**src/sv/modbus_register_value_decoder_defines.svh**
```systemverilog
// Assertion macros shared by the decoder RTL.
`ifndef MODBUS_REGISTER_VALUE_DECODER_DEFINES_SVH
`define MODBUS_REGISTER_VALUE_DECODER_DEFINES_SVH

// Same-cycle implication, checked outside reset.
`define MRVD_ASSERT_NOW(label, a, c) \
  label: assert property (@(posedge clk) disable iff (rst) (a) |-> (c)) \
    else $error("decoder assertion failed");

// Next-cycle implication, checked outside reset.
`define MRVD_ASSERT_NEXT(label, a, c) \
  label: assert property (@(posedge clk) disable iff (rst) (a) |=> (c)) \
    else $error("decoder assertion failed");

`endif

```
**src/sv/mrvd_pkg.sv**
```systemverilog
// Types and codes for the Modbus register value decoder.
package mrvd_pkg;

  // Data type codes.
  localparam logic [3:0] OP_UINT16   = 4'd0;
  localparam logic [3:0] OP_INT16    = 4'd1;
  localparam logic [3:0] OP_BOOL     = 4'd2;
  localparam logic [3:0] OP_INT32    = 4'd3;
  localparam logic [3:0] OP_UINT32   = 4'd4;
  localparam logic [3:0] OP_FLOAT32  = 4'd5;
  localparam logic [3:0] OP_INT64    = 4'd6;
  localparam logic [3:0] OP_UINT64   = 4'd7;
  localparam logic [3:0] OP_DOUBLE64 = 4'd8;

  // Byte and word order codes.
  localparam logic [1:0] ORD_ABCD = 2'd0;
  localparam logic [1:0] ORD_DCBA = 2'd1;
  localparam logic [1:0] ORD_BADC = 2'd2;
  localparam logic [1:0] ORD_CDAB = 2'd3;

  // Exponent biases for the conversion paths.
  localparam logic [10:0] INT_EXP_BASE = 11'd1086;
  localparam logic [10:0] SUB_EXP_BASE = 11'd937;
  localparam logic [10:0] F32_EXP_ADJ  = 11'd896;

  // Decoded item between the assembly and normalise stages.
  typedef struct packed {
    logic        direct;
    logic        f32sub;
    logic        sign;
    logic [63:0] mag;
    logic [63:0] bits;
  } dec_t;

endpackage

```
**src/sv/mrvd_order.sv**
```systemverilog
// Register word and byte reordering for 32-bit and 64-bit groups.
module mrvd_order (
  input  logic [1:0]  byte_order,
  input  logic [15:0] word0,
  input  logic [15:0] word1,
  input  logic [15:0] word2,
  input  logic [15:0] word3,
  output logic [31:0] o32,
  output logic [63:0] o64
);
  import mrvd_pkg::*;

  logic [31:0] v32;
  logic [63:0] v64;

  assign v32 = {word0, word1};
  assign v64 = {word0, word1, word2, word3};

  // Select the assembly order for both widths.
  always_comb begin
    case (byte_order)
      ORD_DCBA: begin
        for (int i = 0; i < 4; i++) o32[8*i +: 8] = v32[8*(3-i) +: 8];
        for (int i = 0; i < 8; i++) o64[8*i +: 8] = v64[8*(7-i) +: 8];
      end
      ORD_BADC: begin
        for (int i = 0; i < 2; i++) o32[16*i +: 16] = {v32[16*i +: 8], v32[16*i+8 +: 8]};
        for (int i = 0; i < 4; i++) o64[16*i +: 16] = {v64[16*i +: 8], v64[16*i+8 +: 8]};
      end
      ORD_CDAB: begin
        o32 = {word1, word0};
        o64 = {word3, word2, word1, word0};
      end
      default: begin
        o32 = v32;
        o64 = v64;
      end
    endcase
  end
endmodule

```
**src/sv/modbus_register_value_decoder.sv**
```systemverilog
// Pipeline: input register, assembly, leading-zero count and normalise/round stages, in order.
// Throughput: one transaction per cycle while the receiver keeps m_tready high; each
// stage stalls only when full.
// Reset: synchronous active-high rst empties every stage; payload registers are not reset.
// A held result does not block input while earlier stages still have room.
module modbus_register_value_decoder (
  input  logic        clk,
  input  logic        rst,
  input  logic        s_tvalid,
  output logic        s_tready,
  // op[3:0], byte_order[5:4], word0[21:6], word1[37:22], word2[53:38], word3[69:54]
  input  logic [71:0] s_tdata,
  output logic        m_tvalid,
  input  logic        m_tready,
  // value_bits[63:0]
  output logic [63:0] m_tdata
);
  import mrvd_pkg::*;
  `include "modbus_register_value_decoder_defines.svh"

  logic        v0, v1, v2, v3;
  logic        rdy1, rdy2, rdy3;
  logic [3:0]  op;
  logic [1:0]  ord;
  logic [15:0] w0, w1, w2, w3;
  logic [31:0] o32;
  logic [63:0] o64;
  dec_t        dec_next, d1, d2;
  logic [5:0]  lz_next, lz;
  logic        zero_next, zero;
  logic [63:0] res_next, res;

  // Stage handshake chain.
  assign rdy3     = !v3 || m_tready;
  assign rdy2     = !v2 || rdy3;
  assign rdy1     = !v1 || rdy2;
  assign s_tready = !v0 || rdy1;
  assign m_tvalid = v3;
  assign m_tdata  = res;

  always_ff @(posedge clk) begin
    if (rst) begin
      v0 <= 1'b0;
      v1 <= 1'b0;
      v2 <= 1'b0;
      v3 <= 1'b0;
    end else begin
      if (s_tready) v0 <= s_tvalid;
      if (rdy1) v1 <= v0;
      if (rdy2) v2 <= v1;
      if (rdy3) v3 <= v2;
    end
  end

  // Payload registers.
  always_ff @(posedge clk) begin
    if (s_tready) begin
      op  <= s_tdata[3:0];
      ord <= s_tdata[5:4];
      w0  <= s_tdata[21:6];
      w1  <= s_tdata[37:22];
      w2  <= s_tdata[53:38];
      w3  <= s_tdata[69:54];
    end
    if (rdy1) d1 <= dec_next;
    if (rdy2) begin
      d2   <= d1;
      lz   <= lz_next;
      zero <= zero_next;
    end
    if (rdy3) res <= res_next;
  end

  mrvd_order u_order (
    .byte_order(ord),
    .word0(w0),
    .word1(w1),
    .word2(w2),
    .word3(w3),
    .o32(o32),
    .o64(o64)
  );

  // Assembly: turn each type into a sign and magnitude, or a finished pattern.
  always_comb begin
    dec_next = '0;
    unique case (op)
      OP_INT16: begin
        dec_next.sign = w0[15];
        dec_next.mag  = w0[15] ? {47'b0, 17'h10000 - {1'b0, w0}} : {48'b0, w0};
      end
      OP_BOOL: dec_next.mag = {63'b0, (w0 != 16'd0)};
      OP_INT32: begin
        dec_next.sign = o32[31];
        dec_next.mag  = o32[31] ? {32'b0, ~o32 + 32'd1} : {32'b0, o32};
      end
      OP_UINT32: dec_next.mag = {32'b0, o32};
      OP_FLOAT32: begin
        if (o32[30:23] == 8'hFF) begin
          dec_next.direct = 1'b1;
          dec_next.bits   = {o32[31], 11'h7FF, o32[22] | (o32[22:0] != 23'd0),
                             o32[21:0], 29'b0};
        end else if (o32[30:23] == 8'd0) begin
          if (o32[22:0] == 23'd0) begin
            dec_next.direct = 1'b1;
            dec_next.bits   = {o32[31], 63'b0};
          end else begin
            dec_next.f32sub = 1'b1;
            dec_next.sign   = o32[31];
            dec_next.mag    = {41'b0, o32[22:0]};
          end
        end else begin
          dec_next.direct = 1'b1;
          dec_next.bits   = {o32[31], {3'b0, o32[30:23]} + F32_EXP_ADJ, o32[22:0], 29'b0};
        end
      end
      OP_INT64: begin
        dec_next.sign = o64[63];
        dec_next.mag  = o64[63] ? ~o64 + 64'd1 : o64;
      end
      OP_UINT64: dec_next.mag = o64;
      OP_DOUBLE64: begin
        dec_next.direct = 1'b1;
        dec_next.bits   = o64;
      end
      default: dec_next.mag = {48'b0, w0};
    endcase
  end

  // Leading-zero count of the magnitude.
  always_comb begin
    lz_next   = '0;
    zero_next = (d1.mag == 64'd0);
    for (int i = 0; i < 64; i++) begin
      if (d1.mag[i]) lz_next = 6'(63 - i);
    end
  end

  // Normalise and round to nearest even.
  logic [63:0] norm;
  logic [62:0] em;
  logic        rnd;
  always_comb begin
    norm = d2.mag << lz;
    em   = {INT_EXP_BASE - {5'b0, lz}, norm[62:11]};
    rnd  = norm[10] && ((norm[9:0] != 10'd0) || norm[11]);
    if (d2.direct) begin
      res_next = d2.bits;
    end else if (d2.f32sub) begin
      res_next = {d2.sign, SUB_EXP_BASE - {5'b0, lz}, norm[62:40], 29'b0};
    end else if (zero) begin
      res_next = 64'd0;
    end else begin
      res_next = {d2.sign, em + {62'b0, rnd}};
    end
  end

  `MRVD_ASSERT_NOW(a_ready_when_drained, m_tready, s_tready)
  `MRVD_ASSERT_NEXT(a_accept_fills_input, s_tvalid && s_tready, v0)
  `MRVD_ASSERT_NEXT(a_result_held, v3 && !m_tready, v3)
endmodule

```
**config.mk**
```make
export PLATFORM = sky130hd
export DESIGN_NAME = modbus_register_value_decoder
export DESIGN_NICKNAME = d
export VERILOG_FILES = /design/src/sv/mrvd_pkg.sv /design/src/sv/mrvd_order.sv /design/src/sv/modbus_register_value_decoder.sv
export VERILOG_INCLUDE_DIRS = /design/src /design/src/sv
export SDC_FILE = /design/constraint.sdc
export NUM_CORES = 1
export LEC_CHECK = 0
export BUFFER_PORTS_ARGS = -buffer_cell sky130_fd_sc_hd__buf_4
export CAP_MARGIN = 20
export CORE_MARGIN = 2
export CORE_UTILIZATION = 45
export DETAILED_ROUTE_END_ITERATION = 8
export PLACE_DENSITY = 0.65
export RECOVER_POWER = 100
export SLEW_MARGIN = 20
export SYNTH_ARGS = -nofsm -noshare
export SYNTH_HDL_FRONTEND = slang
export SYNTH_SLANG_ARGS = --single-unit
```
**constraint.sdc**
```tcl
create_clock -name clk -period 8.19 [get_ports clk]
set_clock_uncertainty 0.15 [all_clocks]
set_input_delay 0.819 -clock clk [delete_from_list [all_inputs] [get_ports clk]]
set_output_delay 0.819 -clock clk [all_outputs]
set_load 0.05 [all_outputs]
```
==> summary.txt <==
grt ovf - 0
WP data arrival - 6.94 ns
Vias - 20900
final instance area - 0.0291 sq mm
Mapped Cells - 2350
Worst Tran Pin Value - 3.96 ns
vias in the first global route - 19600
syn nets - 2435
worst min path class - in -> reg
Setup Buffers After CTS - 0
Die Wd - 246 um
Top Ports - 142
Tcrit/Tclk final - 0.811
fin util - 0.504
Iter 0 DRT Violations - 2372
Max Buffers Root-to-Sink - 3
distinct cell type count after synthesis - 93
Peak supply drop - 0.251 mV
Worst Setup End Kind - flop
fin nets - 2503
top cell type's share of synthesized area - 0.457
Core Area - 0.0578 sq mm
max-cap violations - 8
Rows - 88
WL final - 99.2 mm
Routed Antenna Nets - 0
Avg Inst Size Synth - 11.2 sq um
Synth Warn # - 0
Sink Count - 406
wire length per cell - 30.8 um
Fin. Hold Viols - 0
Tot Pwr - 7.95 mW
fraction of layout cells with a size suffix above 1 - 0.166
initial antenna violation count - 1
Slew Limit Fails - 546
static leakage - 10.8 nW
sequential area share after synthesis - 0.460
EDFF count, synth - 402
CTS Hold Bufs - 0
drt first pass iters - 6
Inserted Clock Buffers - 44
Crit Path Category - reg -> reg
final setup violation count - 0
post-route DRC violation count - 0
outcome - complete, but fails checks
first-pass GRT wire length - 142 mm
fmax - 0.151 GHz
detailed placer's ending HPWL - 76.6 mm
P per Cell Area - 273 mW/mm^2
crit start category - flop
ys flop type - edfxtp_1
placed cell count - 3137
Layout fillers - 5208
setup_tns - 0 ns
Port Buf Inserts - 139
clk slew on worst S/H paths - 0.06 ns
placed cell area - 0.0280 sq mm
largest net degree at the start of global routing - 113
ys async rst share - 0
Resized cells post-CTS - 0
post-synth top area cell - edfxtp_1
Syn-to-layout area delta - 10.4%
H-Tree Depth - 2
non-filler instance count after layout - 3219
worst skew pair latency - 0.60 ns
All-Layer GR Usage - 0.328
Max FO, Critical Path - 96
#FFs+latches synth - 406
Root Buffer Master - clkbuf_16
TritonCTS clock tree - done
RSZ-0062 raised after global routing - false
die height - 246 um
Initial Util - 0.457
Tmin final - 6.64 ns
failing checks - capacitance limit, slew limit
max_slew headroom - -1.64
placer congestion estimate - 1.04
DIE AREA - 0.0606 sq mm
top cells by area, synth - edfxtp_1 (46%), mux4_2 (11%), mux2i_1 (4.8%)
Req. time, crit path - 8.49 ns
Vias per Instance - 6.50
Post-Synthesis Cell Area - 0.0264 sq mm
==> cell usage in the layout, fill, tap and decap left out, types with 70 or more instances in the layout <==
master	n
edfxtp_1	402
nor2_1	247
nand2_1	185
mux2i_1	126
mux4_2	125
a21oi_1	122
o21ai_0	117
clkbuf_1	85
xnor2_1	79
mux2_2	77
xor2_1	71
clkbuf_4	70
==> per-layer routing <==
| layer | track usage | part of all wire | wire length, um |
|---|---|---|---|
| met3 | 0.0558 | 0.083 | 8250 |
| met4 | 0.193 | 0.071 | 7080 |
| met1 | 0.434 | 0.39 | 39000 |
| met2 | 0.507 | 0.45 | 44900 |
| met5 | 0 | 0 | 0 |
==> stage by stage <==
stage / hold slack [ns] / setup slack (ns)
6_report: 0.263 / 1.55
5_1_grt: 0.242 / 1.16
4_1_cts: 0.211 / 2.63
3_5_place_dp: 0.255 / 2.64
3_3_place_gp: 0.254 / 2.72
2_1_floorplan: 0.250 / 3.55
==> registers in the layout, summed over array words and instances (netlist names) <==
name / count
v1: 1
v2: 1
w1: 16
w2: 16
m_tdata: 64
d2: 130
m_tvalid: 1
op: 4
zero: 1
d1: 131
w3: 16
ord: 2
w0: 16
lz: 6
v0: 1
==> final timing paths <==
| path | from | slack [ns] | cells after the start | end |
|---|---|---|---|---|
| worst min-delay path | s_tdata[30] | 0.26 | 1 | w1[8] |
| worst max-delay path | ord[1] | 1.55 | 13 | d1[124] |
| worst min register to register | d1[42] | 0.27 | 0 | d2[42] |
| worst max register to register | ord[1] | 1.55 | 13 | d1[124] |
==> cells in the mapped netlist, types with 25 or more instances <==
cell type,count
xnor2_1,80
and2_1,25
xor2_1,71
inv_1,47
a21oi_1,122
edfxtp_1,402
and3_1,36
o21ai_0,111
nor4_1,26
nor3_1,54
clkbuf_1,92
mux2_2,80
nand3_1,49
buf_2,31
a31oi_1,29
o22ai_1,31
nor2_1,249
mux2i_1,126
nand2_1,185
mux4_2,125
==> critical path, cell delays in order, from the launching register on <==
cell and delay [ns]:
edfxtp_1 0.41, buf_12 0.28, clkinv_1 0.13, clkbuf_1 1.94, mux2i_1 0.69, nor4_1 0.62
nand3_1 0.16, nor2_1 0.41, and2_0 0.37, and3_1 0.29, and2_0 0.40, a21oi_1 0.14
or3_1 0.36, nand2_1 0.07
==> area by class of cell <==
class	instances	area [sq um]	share of cell area
Tap cell	765	957	0.0328
Clock inverter	28	310	0.0106
Clock buffer	52	1130	0.0388
Inverter	51	193	0.00661
Timing Repair Buffer	191	1180	0.0406
Multi-Input combinational cell	1724	13200	0.453
Antenna cell	2	5.00	0.000172
Sequential cell	406	12200	0.417
==> cell families after synthesis <==
logic type | synth area share
xor gates and xnor gates | 0.0501
AOI/OAI and AO/OA | 0.123
and+or+nand+nor | 0.134
DFF | 0.460
adders and majority gates | 0.00426
buffers and inverters | 0.0383
muxes | 0.190
==> power by group <==
part	internal [mW]	leakage, nW	total, mW	switching [mW]
sequential	2.54	4.73	2.71	0.172
clock	1.10	0.689	1.96	0.852
combinational	1.06	5.40	3.28	2.22
(Power assumes the default switching activity.)
